`src/hdl/rtpm_pkg.sv`:
```
// Types and constants shared by the raster to tile pixel mapper modules.
`default_nettype none

package rtpm_pkg;

	localparam int BYTE_W      = 8;
	localparam int CHAN_POS_W  = 2;
	localparam int DIM_W       = 13;
	localparam int POS_W       = 12;
	localparam int CH_W        = 3;
	localparam int SBITS_W     = 5;
	localparam int SAMPLE_W    = 16;
	localparam int NUM_W       = 24;
	localparam int OFF_W       = 26;
	localparam int IDX_W       = 3;
	localparam int QUEUE_DEPTH = 4;

	localparam logic [DIM_W-1:0] TILE_DIM_MAX = DIM_W'(4096);

	typedef enum logic [IDX_W-1:0] {
		REG_IMAGE_WIDTH   = 3'd0,
		REG_IMAGE_HEIGHT  = 3'd1,
		REG_CHANNEL_COUNT = 3'd2,
		REG_TILE_WIDTH    = 3'd3,
		REG_TILE_HEIGHT   = 3'd4,
		REG_SAMPLE_BITS   = 3'd5
	} reg_index_t;

	typedef struct packed {
		logic [SAMPLE_W-1:0] sample;
		logic                first_of_image;
	} in_beat_t;

	typedef struct packed {
		logic [BYTE_W-1:0] pixel_byte;
		logic              keep;
		logic [NUM_W-1:0]  tile_number;
		logic [OFF_W-1:0]  tile_offset;
		logic              tile_done;
	} out_beat_t;

	// effective (clamped) configuration
	typedef struct packed {
		logic [DIM_W-1:0]   width;
		logic [DIM_W-1:0]   height;
		logic [CH_W-1:0]    channels;
		logic [DIM_W-1:0]   tile_w;
		logic [DIM_W-1:0]   tile_h;
		logic [SBITS_W-1:0] sample_bits;
	} cfg_t;

	// derived limits: width/tile_w, whole-tile extents
	typedef struct packed {
		logic             busy;
		logic [DIM_W-1:0] tiles_across;
		logic [DIM_W-1:0] col_extent;
		logic [DIM_W-1:0] row_extent;
	} lim_t;

	// classified sample waiting for the offset pipeline
	typedef struct packed {
		logic [BYTE_W-1:0]     pixel_byte;
		logic                  keep;
		logic [NUM_W-1:0]      tile_number;
		logic                  tile_done;
		logic [POS_W-1:0]      row_in_tile;
		logic [POS_W-1:0]      column_in_tile;
		logic [CHAN_POS_W-1:0] channel_pos;
	} entry_t;

endpackage

`default_nettype wire

```
`src/hdl/rtpm_stream_if.sv`:
```
// Valid/ready stream interface carrying one payload per beat.
`default_nettype none

interface rtpm_stream_if #(parameter type payload_t = logic);
	logic     valid;
	logic     ready;
	payload_t data;

	modport source (output valid, output data, input ready);
	modport sink (input valid, input data, output ready);
endinterface

`default_nettype wire

```
`src/hdl/rtpm_cfg.sv`:
```
// Configuration registers, clamping and iterative derivation of tile limits.
`default_nettype none

module rtpm_cfg #(
	parameter int MAX_WIDTH    = 4096,
	parameter int MAX_HEIGHT   = 4096,
	parameter int MAX_CHANNELS = 4
) (
	input  wire logic                         clk,
	input  wire logic                         arst_n,
	input  wire logic                         write_enable,
	input  wire logic [rtpm_pkg::IDX_W-1:0]   reg_index,
	input  wire logic [rtpm_pkg::DIM_W-1:0]   write_data,
	output rtpm_pkg::cfg_t                    cfg,
	output rtpm_pkg::lim_t                    lim
);

	localparam int DW = rtpm_pkg::DIM_W;
	localparam int DIM_ALL = (1 << DW) - 1;
	localparam int CH_ALL  = (1 << rtpm_pkg::CH_W) - 1;
	localparam logic [DW-1:0] WIDTH_CAP  =
		(MAX_WIDTH > DIM_ALL) ? DW'(DIM_ALL) : DW'(MAX_WIDTH);
	localparam logic [DW-1:0] HEIGHT_CAP =
		(MAX_HEIGHT > DIM_ALL) ? DW'(DIM_ALL) : DW'(MAX_HEIGHT);
	localparam logic [rtpm_pkg::CH_W-1:0] CH_CAP =
		(MAX_CHANNELS > CH_ALL) ? rtpm_pkg::CH_W'(CH_ALL) : rtpm_pkg::CH_W'(MAX_CHANNELS);
	localparam int STEP_W = $clog2(DW);
	localparam logic [STEP_W-1:0] LAST_STEP = STEP_W'(DW - 1);

	typedef enum logic [1:0] {ST_LOAD, ST_DIV, ST_MUL, ST_IDLE} state_t;

	logic [DW-1:0]                    image_width_q, image_height_q;
	logic [DW-1:0]                    tile_width_q, tile_height_q;
	logic [rtpm_pkg::CH_W-1:0]        channel_count_q;
	logic [rtpm_pkg::SBITS_W-1:0]     sample_bits_q;

	state_t              state_q;
	logic [STEP_W-1:0]   step_q;
	logic [DW-1:0]       wn_q, hn_q, wr_q, hr_q, wq_q, hq_q;
	logic [DW-1:0]       col_ext_q, row_ext_q;

	logic [DW:0]         w_sh, h_sh, w_diff, h_diff;
	logic                w_ge, h_ge;
	logic [2*DW-1:0]     w_prod, h_prod;

	function automatic logic [DW-1:0] clamp_dim(input logic [DW-1:0] v,
		input logic [DW-1:0] hi);
		logic [DW-1:0] r;
		if (v == '0) r = DW'(1);
		else if (v > hi) r = hi;
		else r = v;
		return r;
	endfunction

	always_comb begin
		cfg.width       = clamp_dim(image_width_q, WIDTH_CAP);
		cfg.height      = clamp_dim(image_height_q, HEIGHT_CAP);
		cfg.tile_w      = clamp_dim(tile_width_q, rtpm_pkg::TILE_DIM_MAX);
		cfg.tile_h      = clamp_dim(tile_height_q, rtpm_pkg::TILE_DIM_MAX);
		cfg.sample_bits = sample_bits_q;
		if (channel_count_q == '0) cfg.channels = rtpm_pkg::CH_W'(1);
		else if (channel_count_q > CH_CAP) cfg.channels = CH_CAP;
		else cfg.channels = channel_count_q;
	end

	always_ff @(posedge clk or negedge arst_n) begin
		if (!arst_n) begin
			image_width_q   <= DW'(640);
			image_height_q  <= DW'(480);
			channel_count_q <= rtpm_pkg::CH_W'(1);
			tile_width_q    <= DW'(64);
			tile_height_q   <= DW'(64);
			sample_bits_q   <= rtpm_pkg::SBITS_W'(8);
		end else if (write_enable) begin
			case (rtpm_pkg::reg_index_t'(reg_index))
				rtpm_pkg::REG_IMAGE_WIDTH:   image_width_q   <= write_data;
				rtpm_pkg::REG_IMAGE_HEIGHT:  image_height_q  <= write_data;
				rtpm_pkg::REG_CHANNEL_COUNT: channel_count_q <= write_data[rtpm_pkg::CH_W-1:0];
				rtpm_pkg::REG_TILE_WIDTH:    tile_width_q    <= write_data;
				rtpm_pkg::REG_TILE_HEIGHT:   tile_height_q   <= write_data;
				rtpm_pkg::REG_SAMPLE_BITS:   sample_bits_q   <= write_data[rtpm_pkg::SBITS_W-1:0];
				default: ;
			endcase
		end
	end

	// restoring division, one quotient bit per cycle for both dimensions
	assign w_sh   = {wr_q, wn_q[DW-1]};
	assign h_sh   = {hr_q, hn_q[DW-1]};
	assign w_diff = w_sh - {1'b0, cfg.tile_w};
	assign h_diff = h_sh - {1'b0, cfg.tile_h};
	assign w_ge   = w_sh >= {1'b0, cfg.tile_w};
	assign h_ge   = h_sh >= {1'b0, cfg.tile_h};
	assign w_prod = wq_q * cfg.tile_w;
	assign h_prod = hq_q * cfg.tile_h;

	always_ff @(posedge clk or negedge arst_n) begin
		if (!arst_n) begin
			state_q <= ST_LOAD;
			step_q  <= '0;
		end else if (write_enable) begin
			state_q <= ST_LOAD;
		end else begin
			case (state_q)
				ST_LOAD: begin
					wn_q    <= cfg.width;
					hn_q    <= cfg.height;
					wr_q    <= '0;
					hr_q    <= '0;
					step_q  <= '0;
					state_q <= ST_DIV;
				end
				ST_DIV: begin
					wn_q   <= {wn_q[DW-2:0], 1'b0};
					hn_q   <= {hn_q[DW-2:0], 1'b0};
					wr_q   <= w_ge ? w_diff[DW-1:0] : w_sh[DW-1:0];
					hr_q   <= h_ge ? h_diff[DW-1:0] : h_sh[DW-1:0];
					wq_q   <= {wq_q[DW-2:0], w_ge};
					hq_q   <= {hq_q[DW-2:0], h_ge};
					step_q <= step_q + STEP_W'(1);
					if (step_q == LAST_STEP) state_q <= ST_MUL;
				end
				ST_MUL: begin
					col_ext_q <= w_prod[DW-1:0];
					row_ext_q <= h_prod[DW-1:0];
					state_q   <= ST_IDLE;
				end
				ST_IDLE: ;
				default: state_q <= ST_LOAD;
			endcase
		end
	end

	assign lim.busy         = (state_q != ST_IDLE);
	assign lim.tiles_across = wq_q;
	assign lim.col_extent   = col_ext_q;
	assign lim.row_extent   = row_ext_q;

endmodule

`default_nettype wire

```
`src/hdl/rtpm_front.sv`:
```
// Front end: accepts samples, tracks raster and tile position, classifies each beat.
`default_nettype none

module rtpm_front (
	input  wire logic               clk,
	input  wire logic               arst_n,
	input  wire logic               in_valid,
	input  rtpm_pkg::in_beat_t      in_data,
	output logic                    in_ready,
	input  rtpm_pkg::cfg_t          cfg,
	input  rtpm_pkg::lim_t          lim,
	input  wire logic               q_full,
	output logic                    push,
	output rtpm_pkg::entry_t        entry
);

	localparam int PW = rtpm_pkg::POS_W;
	localparam int DW = rtpm_pkg::DIM_W;
	localparam int CW = rtpm_pkg::CH_W;
	localparam int NW = rtpm_pkg::NUM_W;
	localparam int XW = 2 * DW;

	logic [rtpm_pkg::CHAN_POS_W-1:0] cp_q, cp, cp_nx;
	logic [PW-1:0] colp_q, rowp_q, cit_q, rit_q, tcol_q;
	logic [PW-1:0] colp, rowp, cit, rit, tcol;
	logic [PW-1:0] colp_nx, rowp_nx, cit_nx, rit_nx, tcol_nx;
	logic [NW-1:0] trb_q, trb, trb_nx;
	logic [DW-1:0] ta_q, ta;
	logic [XW-1:0] tap_q, tap, ta_prod;

	logic          first, keep, done;
	logic [CW-1:0] cp_inc;
	logic [DW-1:0] col_inc, cit_inc, row_inc, rit_inc;
	logic [rtpm_pkg::SBITS_W-1:0] shamt;
	logic [rtpm_pkg::SAMPLE_W-1:0] shifted;
	logic [rtpm_pkg::BYTE_W-1:0] pix;

	assign in_ready = !lim.busy && !q_full;
	assign push     = in_valid && in_ready;
	assign first    = in_data.first_of_image;
	assign ta_prod  = ta_q * cfg.tile_w;

	// image start: counters read as cleared, tile count taken from the limit unit
	always_comb begin
		cp   = first ? '0 : cp_q;
		colp = first ? '0 : colp_q;
		rowp = first ? '0 : rowp_q;
		cit  = first ? '0 : cit_q;
		rit  = first ? '0 : rit_q;
		tcol = first ? '0 : tcol_q;
		trb  = first ? '0 : trb_q;
		ta   = first ? lim.tiles_across : ta_q;
		tap  = first ? XW'(lim.col_extent) : tap_q;
	end

	assign shamt   = cfg.sample_bits - rtpm_pkg::SBITS_W'(rtpm_pkg::BYTE_W);
	assign shifted = in_data.sample >> shamt;
	assign pix     = (cfg.sample_bits <= rtpm_pkg::SBITS_W'(rtpm_pkg::BYTE_W)) ?
		in_data.sample[rtpm_pkg::BYTE_W-1:0] : shifted[rtpm_pkg::BYTE_W-1:0];

	assign cp_inc  = CW'(cp) + CW'(1);
	assign col_inc = DW'(colp) + DW'(1);
	assign cit_inc = DW'(cit) + DW'(1);
	assign row_inc = DW'(rowp) + DW'(1);
	assign rit_inc = DW'(rit) + DW'(1);

	assign keep = (XW'(colp) < tap) && (DW'(rowp) < lim.row_extent);
	assign done = keep && (cp_inc == cfg.channels) && (cit_inc == cfg.tile_w)
		&& (rit_inc == cfg.tile_h);

	always_comb begin
		entry.pixel_byte     = pix;
		entry.keep           = keep;
		entry.tile_number    = keep ? NW'(trb + NW'(tcol)) : '0;
		entry.tile_done      = done;
		entry.row_in_tile    = keep ? rit : '0;
		entry.column_in_tile = keep ? cit : '0;
		entry.channel_pos    = keep ? cp : '0;
	end

	// position advance: channel, then column, then row
	always_comb begin
		cp_nx   = cp_inc[rtpm_pkg::CHAN_POS_W-1:0];
		colp_nx = colp;
		rowp_nx = rowp;
		cit_nx  = cit;
		rit_nx  = rit;
		tcol_nx = tcol;
		trb_nx  = trb;
		if (cp_inc >= cfg.channels) begin
			cp_nx   = '0;
			colp_nx = col_inc[PW-1:0];
			cit_nx  = cit_inc[PW-1:0];
			if (cit_inc >= cfg.tile_w) begin
				cit_nx  = '0;
				tcol_nx = tcol + PW'(1);
			end
			if (col_inc >= cfg.width) begin
				colp_nx = '0;
				cit_nx  = '0;
				tcol_nx = '0;
				rowp_nx = row_inc[PW-1:0];
				rit_nx  = rit_inc[PW-1:0];
				if (rit_inc >= cfg.tile_h) begin
					rit_nx = '0;
					trb_nx = trb + NW'(ta);
				end
				if (row_inc >= cfg.height) begin
					rowp_nx = '0;
					rit_nx  = '0;
					trb_nx  = '0;
				end
			end
		end
	end

	always_ff @(posedge clk or negedge arst_n) begin
		if (!arst_n) begin
			cp_q   <= '0;
			colp_q <= '0;
			rowp_q <= '0;
			cit_q  <= '0;
			rit_q  <= '0;
			tcol_q <= '0;
			trb_q  <= '0;
			ta_q   <= '0;
			tap_q  <= '0;
		end else begin
			tap_q <= (push && first) ? XW'(lim.col_extent) : ta_prod;
			if (push) begin
				cp_q   <= cp_nx;
				colp_q <= colp_nx;
				rowp_q <= rowp_nx;
				cit_q  <= cit_nx;
				rit_q  <= rit_nx;
				tcol_q <= tcol_nx;
				trb_q  <= trb_nx;
				ta_q   <= ta;
			end
		end
	end

endmodule

`default_nettype wire

```
`src/hdl/rtpm_queue.sv`:
```
// Short register queue between the front end and the offset pipeline.
`default_nettype none

module rtpm_queue (
	input  wire logic          clk,
	input  wire logic          arst_n,
	input  wire logic          push,
	input  rtpm_pkg::entry_t   din,
	output logic               full,
	input  wire logic          pop,
	output rtpm_pkg::entry_t   dout,
	output logic               not_empty
);

	localparam int DEPTH = rtpm_pkg::QUEUE_DEPTH;
	localparam int PTR_W = (DEPTH > 1) ? $clog2(DEPTH) : 1;
	localparam int CNT_W = $clog2(DEPTH + 1);
	localparam logic [PTR_W-1:0] LAST_PTR = PTR_W'(DEPTH - 1);

	rtpm_pkg::entry_t  slot_q [DEPTH];
	logic [PTR_W-1:0]  wr_ptr_q, rd_ptr_q;
	logic [CNT_W-1:0]  count_q;

	assign full      = (count_q == CNT_W'(DEPTH));
	assign not_empty = (count_q != '0);
	assign dout      = slot_q[rd_ptr_q];

	always_ff @(posedge clk) begin
		if (push) slot_q[wr_ptr_q] <= din;
	end

	always_ff @(posedge clk or negedge arst_n) begin
		if (!arst_n) begin
			wr_ptr_q <= '0;
			rd_ptr_q <= '0;
			count_q  <= '0;
		end else begin
			if (push) wr_ptr_q <= (wr_ptr_q == LAST_PTR) ? '0 : wr_ptr_q + PTR_W'(1);
			if (pop) rd_ptr_q <= (rd_ptr_q == LAST_PTR) ? '0 : rd_ptr_q + PTR_W'(1);
			if (push && !pop) count_q <= count_q + CNT_W'(1);
			else if (pop && !push) count_q <= count_q - CNT_W'(1);
		end
	end

endmodule

`default_nettype wire

```
`src/hdl/rtpm_back.sv`:
```
// Back end: two-stage tile offset pipeline whose second stage is the output register.
`default_nettype none

module rtpm_back (
	input  wire logic             clk,
	input  wire logic             arst_n,
	input  rtpm_pkg::cfg_t        cfg,
	input  wire logic             q_valid,
	input  rtpm_pkg::entry_t      q_entry,
	output logic                  pop,
	output logic                  out_valid,
	input  wire logic             out_ready,
	output rtpm_pkg::out_beat_t   out_data
);

	localparam int OW = rtpm_pkg::OFF_W;
	localparam int PW = rtpm_pkg::POS_W;
	localparam int DW = rtpm_pkg::DIM_W;

	logic                   v_s1, v_s2;
	rtpm_pkg::entry_t       e_s1;
	logic [OW-1:0]          lin_s1;
	rtpm_pkg::out_beat_t    beat_s2;

	logic                   adv1, adv2;
	logic [PW+DW-1:0]       row_scaled;
	logic [OW-1:0]          lin_d;
	logic [OW+rtpm_pkg::CH_W-1:0] chan_scaled;

	assign adv2 = !v_s2 || out_ready;
	assign adv1 = !v_s1 || adv2;
	assign pop  = q_valid && adv1;

	// stage 1: row_in_tile * tile_w + column_in_tile
	assign row_scaled = q_entry.row_in_tile * cfg.tile_w;
	assign lin_d      = OW'(row_scaled) + OW'(q_entry.column_in_tile);
	// stage 2: scale by channels, add channel position
	assign chan_scaled = lin_s1 * cfg.channels;

	always_ff @(posedge clk or negedge arst_n) begin
		if (!arst_n) begin
			v_s1 <= 1'b0;
			v_s2 <= 1'b0;
		end else begin
			if (adv1) v_s1 <= q_valid;
			if (adv2) v_s2 <= v_s1;
		end
	end

	always_ff @(posedge clk) begin
		if (pop) begin
			e_s1   <= q_entry;
			lin_s1 <= lin_d;
		end
		if (adv2 && v_s1) begin
			beat_s2.pixel_byte  <= e_s1.pixel_byte;
			beat_s2.keep        <= e_s1.keep;
			beat_s2.tile_number <= e_s1.tile_number;
			beat_s2.tile_offset <= chan_scaled[OW-1:0] + OW'(e_s1.channel_pos);
			beat_s2.tile_done   <= e_s1.tile_done;
		end
	end

	assign out_valid = v_s2;
	assign out_data  = beat_s2;

endmodule

`default_nettype wire

```
`src/hdl/raster_to_tile_pixel_mapper.sv`:
```
// Raster to tile pixel mapper top level: config unit, front end, queue, offset pipeline.
// An accepted input beat passes the queue, stage 1 and the stage 2 output register in turn.
// Throughput: one beat per cycle when ready, set by the front end position counters.
// Reset clears all position counters and queue/pipeline state; config returns to defaults.
// After reset and after every config write, samples.ready stays low
// while the limit unit divides width/height by the tile size, one bit per cycle.
`default_nettype none

module raster_to_tile_pixel_mapper #(
	parameter int MAX_WIDTH    = 4096,
	parameter int MAX_HEIGHT   = 4096,
	parameter int MAX_CHANNELS = 4
) (
	input  wire logic                        clk,
	input  wire logic                        arst_n,
	rtpm_stream_if.sink                      samples,
	rtpm_stream_if.source                    mapped,
	input  wire logic                        write_enable,
	input  wire logic [rtpm_pkg::IDX_W-1:0]  reg_index,
	input  wire logic [rtpm_pkg::DIM_W-1:0]  write_data
);

	// effective config and derived tile limits
	rtpm_pkg::cfg_t   cfg;
	rtpm_pkg::lim_t   lim;

	// front end to queue
	logic             q_push, q_full;
	rtpm_pkg::entry_t q_din;

	// queue to offset pipeline
	logic             q_pop, q_not_empty;
	rtpm_pkg::entry_t q_dout;

	logic             front_ready;
	logic             out_valid;
	rtpm_pkg::out_beat_t out_data;

	// Config registers plus the limit unit: tiles_across = width / tile_w and
	// the whole-tile extents, recomputed after each write. Busy blocks input.
	rtpm_cfg #(
		.MAX_WIDTH    (MAX_WIDTH),
		.MAX_HEIGHT   (MAX_HEIGHT),
		.MAX_CHANNELS (MAX_CHANNELS)
	) u_cfg (
		.clk          (clk),
		.arst_n       (arst_n),
		.write_enable (write_enable),
		.reg_index    (reg_index),
		.write_data   (write_data),
		.cfg          (cfg),
		.lim          (lim)
	);

	// Front end: reduces the sample to a byte, decides keep/done/tile number
	// and advances the raster and tile counters on every accepted beat.
	rtpm_front u_front (
		.clk      (clk),
		.arst_n   (arst_n),
		.in_valid (samples.valid),
		.in_data  (samples.data),
		.in_ready (front_ready),
		.cfg      (cfg),
		.lim      (lim),
		.q_full   (q_full),
		.push     (q_push),
		.entry    (q_din)
	);

	assign samples.ready = front_ready;

	// Queue decouples the front end from output backpressure.
	rtpm_queue u_queue (
		.clk       (clk),
		.arst_n    (arst_n),
		.push      (q_push),
		.din       (q_din),
		.full      (q_full),
		.pop       (q_pop),
		.dout      (q_dout),
		.not_empty (q_not_empty)
	);

	// Back end: offset = (row_in_tile * tile_w + column_in_tile) * channels
	// + channel_pos over two registered multiply stages; stage 2 is the
	// output register.
	rtpm_back u_back (
		.clk       (clk),
		.arst_n    (arst_n),
		.cfg       (cfg),
		.q_valid   (q_not_empty),
		.q_entry   (q_dout),
		.pop       (q_pop),
		.out_valid (out_valid),
		.out_ready (mapped.ready),
		.out_data  (out_data)
	);

	assign mapped.valid = out_valid;
	assign mapped.data  = out_data;

endmodule

`default_nettype wire

```
`src/flat_wrapper.sv`:
```
// flat-port wrapper written by rule: the top's interface ports become plain ports
module raster_to_tile_pixel_mapper_flat 
#(
	parameter int MAX_WIDTH    = 4096,
	parameter int MAX_HEIGHT   = 4096,
	parameter int MAX_CHANNELS = 4
)
  (clk, arst_n, write_enable, reg_index, write_data, samples_valid, samples_data, samples_ready, mapped_valid, mapped_data, mapped_ready);
  rtpm_stream_if samples_i ();
  rtpm_stream_if mapped_i ();
  input  wire logic clk;
  input  wire logic arst_n;
  input  wire logic write_enable;
  input  wire logic [rtpm_pkg::IDX_W-1:0] reg_index;
  input  wire logic [rtpm_pkg::DIM_W-1:0] write_data;
  input wire logic [$bits(samples_i.valid)-1:0] samples_valid;
  input wire logic [$bits(samples_i.data)-1:0] samples_data;
  output wire logic [$bits(samples_i.ready)-1:0] samples_ready;
  output wire logic [$bits(mapped_i.valid)-1:0] mapped_valid;
  output wire logic [$bits(mapped_i.data)-1:0] mapped_data;
  input wire logic [$bits(mapped_i.ready)-1:0] mapped_ready;
  assign samples_i.valid = samples_valid;
  assign samples_i.data = samples_data;
  assign samples_ready = samples_i.ready;
  assign mapped_valid = mapped_i.valid;
  assign mapped_data = mapped_i.data;
  assign mapped_i.ready = mapped_ready;
  raster_to_tile_pixel_mapper #(.MAX_WIDTH(MAX_WIDTH), .MAX_HEIGHT(MAX_HEIGHT), .MAX_CHANNELS(MAX_CHANNELS)) u_core (.clk(clk), .arst_n(arst_n), .samples(samples_i), .mapped(mapped_i), .write_enable(write_enable), .reg_index(reg_index), .write_data(write_data));
endmodule
```
`config.mk`:
```
export PLATFORM = sky130hd
export DESIGN_NAME = raster_to_tile_pixel_mapper_flat
export DESIGN_NICKNAME = d
export VERILOG_FILES = /design/src/hdl/rtpm_pkg.sv /design/src/hdl/rtpm_stream_if.sv /design/src/hdl/rtpm_cfg.sv /design/src/hdl/rtpm_front.sv /design/src/hdl/rtpm_queue.sv /design/src/hdl/rtpm_back.sv /design/src/hdl/raster_to_tile_pixel_mapper.sv /design/src/flat_wrapper.sv
export SDC_FILE = /design/constraint.sdc
export NUM_CORES = 1
export LEC_CHECK = 0
export ABC_AREA = 1
export BUFFER_PORTS_ARGS = -buffer_cell sky130_fd_sc_hd__buf_2
export CAP_MARGIN = 0
export CORE_UTILIZATION = 55
export CTS_CLUSTER_DIAMETER = 100
export DETAILED_ROUTE_END_ITERATION = 12
export MAX_ROUTING_LAYER = met4
export PLACE_DENSITY = 0.71
export SETUP_SLACK_MARGIN = 0.4
export SLEW_MARGIN = 25
export SYNTH_ARGS = -nofsm -noshare
export SYNTH_HDL_FRONTEND = slang
export SYNTH_HIERARCHICAL = 1
export SYNTH_SLANG_ARGS = --single-unit
```
`constraint.sdc`:
```
create_clock -name clk -period 7.46 [get_ports clk]
set_clock_uncertainty 0.05 [all_clocks]
set_input_delay 0.746 -clock clk [delete_from_list [all_inputs] [get_ports clk]]
set_output_delay 0.746 -clock clk [all_outputs]
set_load 0.02 [all_outputs]
```
==> summary.md, run 1 <==
| Metric | Value |
|---|---|
| Design Area, Final | 29,000 sq um |
| Fin Setup TNS | 0 ns |
| Clock transition at the registers of the reported paths | roughly 0.060 ns |
| Peak fanout along the critical path | 24 |
| CTS tree | yes |
| # fillers | 4,566 |
| Final setup vio count | 0 |
| Total leakage power | approximately 15 nW |
| Area grow syn2layout | 6.36% |
| R2R depth | 25 |
| Reg-to-reg endpoint | u_core/u_cfg/col_ext_q[12] |
| Final Slew Violations | 0 |
| Initial antenna violation count | 0 |
| Vert. Die Dim | 225 um |
| H-tree Lvls | 2 |
| Ports | 25 |
| Flop2flop setup slack | 0.96 ns |
| Routed Antenna Nets | 0 |
| Clock Tree Buf Depth | 3 |
| Relative slew slack | 32.4% |
| Root buffer cell | clkbuf_16 |
| Final period utilization | 87.1% |
| Worst setup margin | 0.964 ns |
| Placed insts | 4,166 |
| Critical Path End | u_core/u_cfg/col_ext_q[12] |
| Routed wire length | about 68,000 um |
| First-pass GRT wire length | 112,000 um |
| Detailed placement HPWL | between 50,000 and 60,000 um |
| CTS Hold Bufs | 0 |
| Tightest Pin Transition | 1.01 ns |
| Worst skew pair latency | 0.56 ns |
| CTS resizes | 0 |
| Top reg by flops | u_core/u_front/tap_q |
| Core area | 48,800 sq um |
| Worst Setup SP | u_core/u_cfg/tile_width_q[7] |
| Initial Util | 55.8% |
| Peak VDD IR | approximately 0.46 mV |
| Nets | 4,040 |
| Startpoint Class | register |
| Commonest non-fill, non-tap cell in the layout | nand2_1 |
| Final core occ | 59.3% |
| Critical path class | reg2reg |
| Most frequent cells in the layout | 813 x nand2_1, 793 x inv_1, 339 x nor2_1 |
| Syn Nets | 4,077 |
| # DRC | 0 |
| Initial drt markers | 1,720 |
| Place WS | 1.01 ns |
| Reg-to-Reg Start | u_core/u_cfg/tile_width_q[7] |
| Final Hold Violating Endpoints | 0 |
| Area after DPL | roughly 28,000 sq um |
| RSZ-0062 raised after global routing | no |
| Number of detailed-route iterations in the first pass | 6 |
| Syn Area/Cell | 7.62 sq um |
| # port buffers | 24 |
| Post-Syn Area | 27,200 sq um |
| Wirelength per Cell | between 15 and 20 um |
| Die X | 225 um |
| Power Dens Cells | 488 nW/um^2 |
| Hold_ws | about 0.056 ns |
| Largest register FFs | 26 |
| Post CTS Setup Buffer Count | 0 |
| Via/cell ratio | 5.25 |
| Non-Filler Instances | 4,230 |
| Inserted Clock Buffers | 35 |
| Overall routing resource usage | slightly below 30% |
| Crit path time final | between 6 and 7 ns |
| Design Power | 14.1 mW |
| MaxCap Viol Count | 0 |
| Status | finished, final reports clean |
| Cell Rows | 81 |
| Vias in the first global route | ~22,000 |
| Critical Path Sink Type | register |
| Die ar. | 50,400 sq um |
| GP Congestion | 0.953 |
| Largest net degree at the start of global routing | between 70 and 80 |
| Worst Path Arrival | just under 7 ns |
| YS warnings | 6 |
| HP Class | in2async |
| Total number of vias | 22,200 |
| Clk sinks | 269 |
| Total grt overflow | 0 |
| Worst Path Required | 7.70 ns |
| Share of cells above drive strength 1 | 4.40% |
| Syn Inst Count | 3,576 |
| Fmax | roughly 150 MHz |
-- critical path: stages (launching register included) --
cell and delay (ns):
dfrtp_1 0.42, nor2_1 0.11, nand2_1 0.08, nor2_2 0.15, nand2_2 0.08, nand2_4 0.21, nand2_1 0.31, inv_1 0.57
nand2_1 0.16, fa_1 0.51, inv_1 0.05, fa_1 0.52, inv_1 0.05, fa_1 0.52, fa_1 0.44, fa_1 0.54
inv_1 0.04, ha_1 0.26, inv_1 0.07, o311ai_0 0.57, xor2_1 0.19, nand3_1 0.09, nand2_1 0.08, inv_1 0.04
nand3_1 0.07, nand2_1 0.06
-- power breakdown --
part           leakage [nW]  switching, mW  internal (mW)
Sequential             2.96          0.457           2.16
Combinational          11.7           6.34           3.51
Clock                 0.576          0.671           1.00
-- area by class of cell --
class / instances / area, sq um / area share, %
multi-input cells: 2385 / 16400 / 56.7
flip-flops and latches: 269 / 7290 / 25.2
inverters: 808 / 3030 / 10.5
clock buffers: 50 / 1070 / 3.68
well taps: 664 / 831 / 2.87
repair buffers: 40 / 246 / 0.851
clock inverters: 13 / 81.3 / 0.281
diodes: 1 / 2.50 / 0.00864
-- per-layer routing --
metal  share of wire [%]  up-vias  GRT usage, %
met4                 3.4        0          10.4
met3                 6.1      130          3.54
met2                  45      626          44.4
li1                    -    10900             -
met1                  46    10500          39.5
met5                   0        -             -
-- worst min-delay path by stage --
stage                                 startpoint  depth (start not counted)                        end
final                                     arst_n                          1     u_core/u_cfg/step_q[0]
after global routing                      arst_n                          1     u_core/u_cfg/step_q[0]
after CTS                                 arst_n                          1     u_core/u_cfg/step_q[0]
after detailed placement  u_core/u_back/e_s1[26]                          0  u_core/u_back/out_data[0]
after global placement    u_core/u_back/e_s1[26]                          0  u_core/u_back/out_data[0]
after floorplan           u_core/u_back/e_s1[26]                          0  u_core/u_back/out_data[0]
Power figures use the tool's default switching activity.
==> run 2: changes to the inputs <==
==> constraint.sdc (replaced) <==
create_clock -name clk -period 7.85 [get_ports clk]
set_clock_uncertainty 0.05 [all_clocks]
set_input_delay 0.785 -clock clk [delete_from_list [all_inputs] [get_ports clk]]
set_output_delay 0.785 -clock clk [all_outputs]
set_load 0.02 [all_outputs]
==> run 2 against run 1 <==
Register-to-register slack better by 0.38 ns. Critical path depth did not move. Setup slack better by 0.38 ns. Final area about the same. Utilization about the same. Via count is 0.18% higher. Hold slack better by 0.021 ns. Sequential share of layout area about the same. Fmax is 0.10% lower. Count of clock-buffer cells in the layout decreased by 7. Combinational power shrank 5.0%. Largest cell class unchanged.
==> summary.md, run 2 (synthesis results as in run 1) <==
| Metric | Value |
|---|---|
| Status | finished, final reports clean |
| Final Slew Violations | 0 (unchanged) |
| Worst Path Arrival | 6.75 ns (about the same) |
| GP Congestion | 0.954 (about the same) |
| # DRC | 0 (unchanged) |
| Ports | 25 (unchanged) |
| RSZ-0062 raised after global routing | no |
| Max stage delay on crit path | 0.57 ns (about the same) |
| MaxCap Viol Count | 0 (unchanged) |
| Area grow syn2layout | 6.38% (about the same) |
| Initial antenna violation count | 1 (+1) |
| Reg-to-Reg Start | u_core/u_cfg/tile_width_q[7] |
| Relative slew slack | 35.6% (+3.1 points) |
| Number of detailed-route iterations in the first pass | 5 (-1) |
| Detailed placement HPWL | 51,700 um (-0.12%) |
| Final core occ | 59.3% (about the same) |
| Fmax | 154 MHz (-0.10%) |
| Placed insts | 4,164 (-0.048%) |
| Peak fanout along the critical path | 24 (unchanged) |
| Routed wire length | 67,900 um (-0.38%) |
| CTS tree | yes |
| Clock Tree Buf Depth | 3 (unchanged) |
| Via/cell ratio | 5.26 (+0.25%) |
| Most frequent cells in the layout | 813 x nand2_1, 793 x inv_1, 339 x nor2_1 |
| Die ar. | 50,400 sq um (unchanged) |
| Largest register FFs | 26 (unchanged) |
| Diode count | 0 (-1) |
| Fin Setup TNS | 0 ns (unchanged) |
| Initial drt markers | 1,860 (+8.1%) |
| Total leakage power | 15.2 nW (-0.13%) |
| Clk sinks | 269 (unchanged) |
| Tightest Pin Transition | 0.965 ns (-0.0451 ns) |
| Critical Path End | u_core/u_cfg/col_ext_q[12] |
| Largest net degree at the start of global routing | 73 (unchanged) |
| R2R depth | 25 (unchanged) |
| Crit path time final | 6.50 ns (+0.00666 ns) |
| Flop2flop setup slack | 1.35 ns (+0.38 ns) |
| Worst skew pair latency | 0.56 ns (about the same) |
| Peak VDD IR | 0.576 mV (+25%) |
| Worst Setup SP | u_core/u_cfg/tile_width_q[7] |
| Overall routing resource usage | 28.8% (-0.11 points) |
| Wirelength per Cell | 16.1 um (-0.31%) |
| First-pass GRT wire length | 111,000 um (-0.56%) |
| Most used cell, CP | inv_1 |
| Total grt overflow | 0 (unchanged) |
| Non-Filler Instances | 4,227 (-0.071%) |
| # port buffers | 24 (unchanged) |
| Buf+Inv Stages, Crit Path | 6 (unchanged) |
| Critical path class | reg2reg |
| Critical Path Sink Type | register |
| Vert. Die Dim | 225 um (unchanged) |
| Critical path's top delay family | adder cells |
| CTS resizes | 0 (unchanged) |
| Power Dens Cells | 466 nW/um^2 (-4.6%) |
| Worst Path Required | 8.10 ns (+0.40 ns) |
| Initial Util | 55.8% (unchanged) |
| Slowest-stage cell, CP | inv_1 |
| HP Class | in2async |
| Core area | 48,800 sq um (unchanged) |
| Cell count along the critical path | 25 (unchanged) |
| Final setup vio count | 0 (unchanged) |
| Final Hold Violating Endpoints | 0 (unchanged) |
| Nets | 4,038 (-0.050%) |
| Routed Antenna Nets | 0 (unchanged) |
| Top reg by flops | u_core/u_front/tap_q |
| Root buffer cell | clkbuf_16 |
| Commonest non-fill, non-tap cell in the layout | nand2_1 |
| Vias in the first global route | 21,400 (-1.1%) |
| Inserted Clock Buffers | 35 (unchanged) |
| Startpoint Class | register |
| H-tree Lvls | 2 (unchanged) |
| Die X | 225 um (unchanged) |
| Share of cells above drive strength 1 | 4.35% (-0.054 points) |
| Reg-to-reg endpoint | u_core/u_cfg/col_ext_q[12] |
| CTS Hold Bufs | 0 (unchanged) |
| Post CTS Setup Buffer Count | 0 (unchanged) |
| Total number of vias | 22,200 (+0.18%) |
| Clock transition at the registers of the reported paths | 0.06 ns (about the same) |
| Final period utilization | 82.8% (-4.2 points) |
| Cell Rows | 81 (unchanged) |
-- run 2: metal layers --
metal | up-vias | global-route usage [%] | part of all wire [%]
met5 | - | - | 0
met3 | 129 | 3.80 | 5.9
met1 | 10600 | 39.7 | 46
met2 | 619 | 43.8 | 45
li1 | 10900 | - | -
met4 | 0 | 9.87 | 3.4
-- run 2: how the worst min path moves through the flow --
stage                                 startpoint  slack [ns]                        end  cells after the start
after global placement    u_core/u_back/e_s1[26]        0.37  u_core/u_back/out_data[0]                      0
final                                     arst_n        0.08     u_core/u_cfg/step_q[0]                      1
after CTS                                 arst_n        0.07     u_core/u_cfg/step_q[0]                      1
after floorplan           u_core/u_back/e_s1[26]        0.35  u_core/u_back/out_data[0]                      0
after detailed placement  u_core/u_back/e_s1[26]        0.36  u_core/u_back/out_data[0]                      0
after global routing                      arst_n         0.1     u_core/u_cfg/step_q[0]                      1
-- run 2: layout make-up --
type / count / area (sq um)
Clock buffer: 43 / 957
Sequential cell: 269 / 7290
Multi-Input combinational cell: 2385 / 16400
Inverter: 808 / 3030
Clock inverter: 20 / 213
Tap cell: 664 / 831
Timing Repair Buffer: 38 / 231
Fill cell: 4576 / 19900
-- run 2: power by group --
group | internal [mW] | total [mW] | switching [mW]
registers | 2.06 | 2.49 | 0.438
logic | 3.34 | 9.36 | 6.02
clock network | 0.977 | 1.64 | 0.664
total | 6.37 | 13.5 | 7.12
-- run 2: stage by stage --
step	worst slack, ns	power, mW	hold slack, ns	area, sq um
finish	1.35	13.5	0.0768	29000
global route	0.885	15.1	0.0971	29000
CTS	1.39	13.5	0.0668	29000
detailed placement	1.41	11.8	0.364	27800
global placement	1.48	11.6	0.374	27800
floorplan	2.10	9.45	0.350	27200
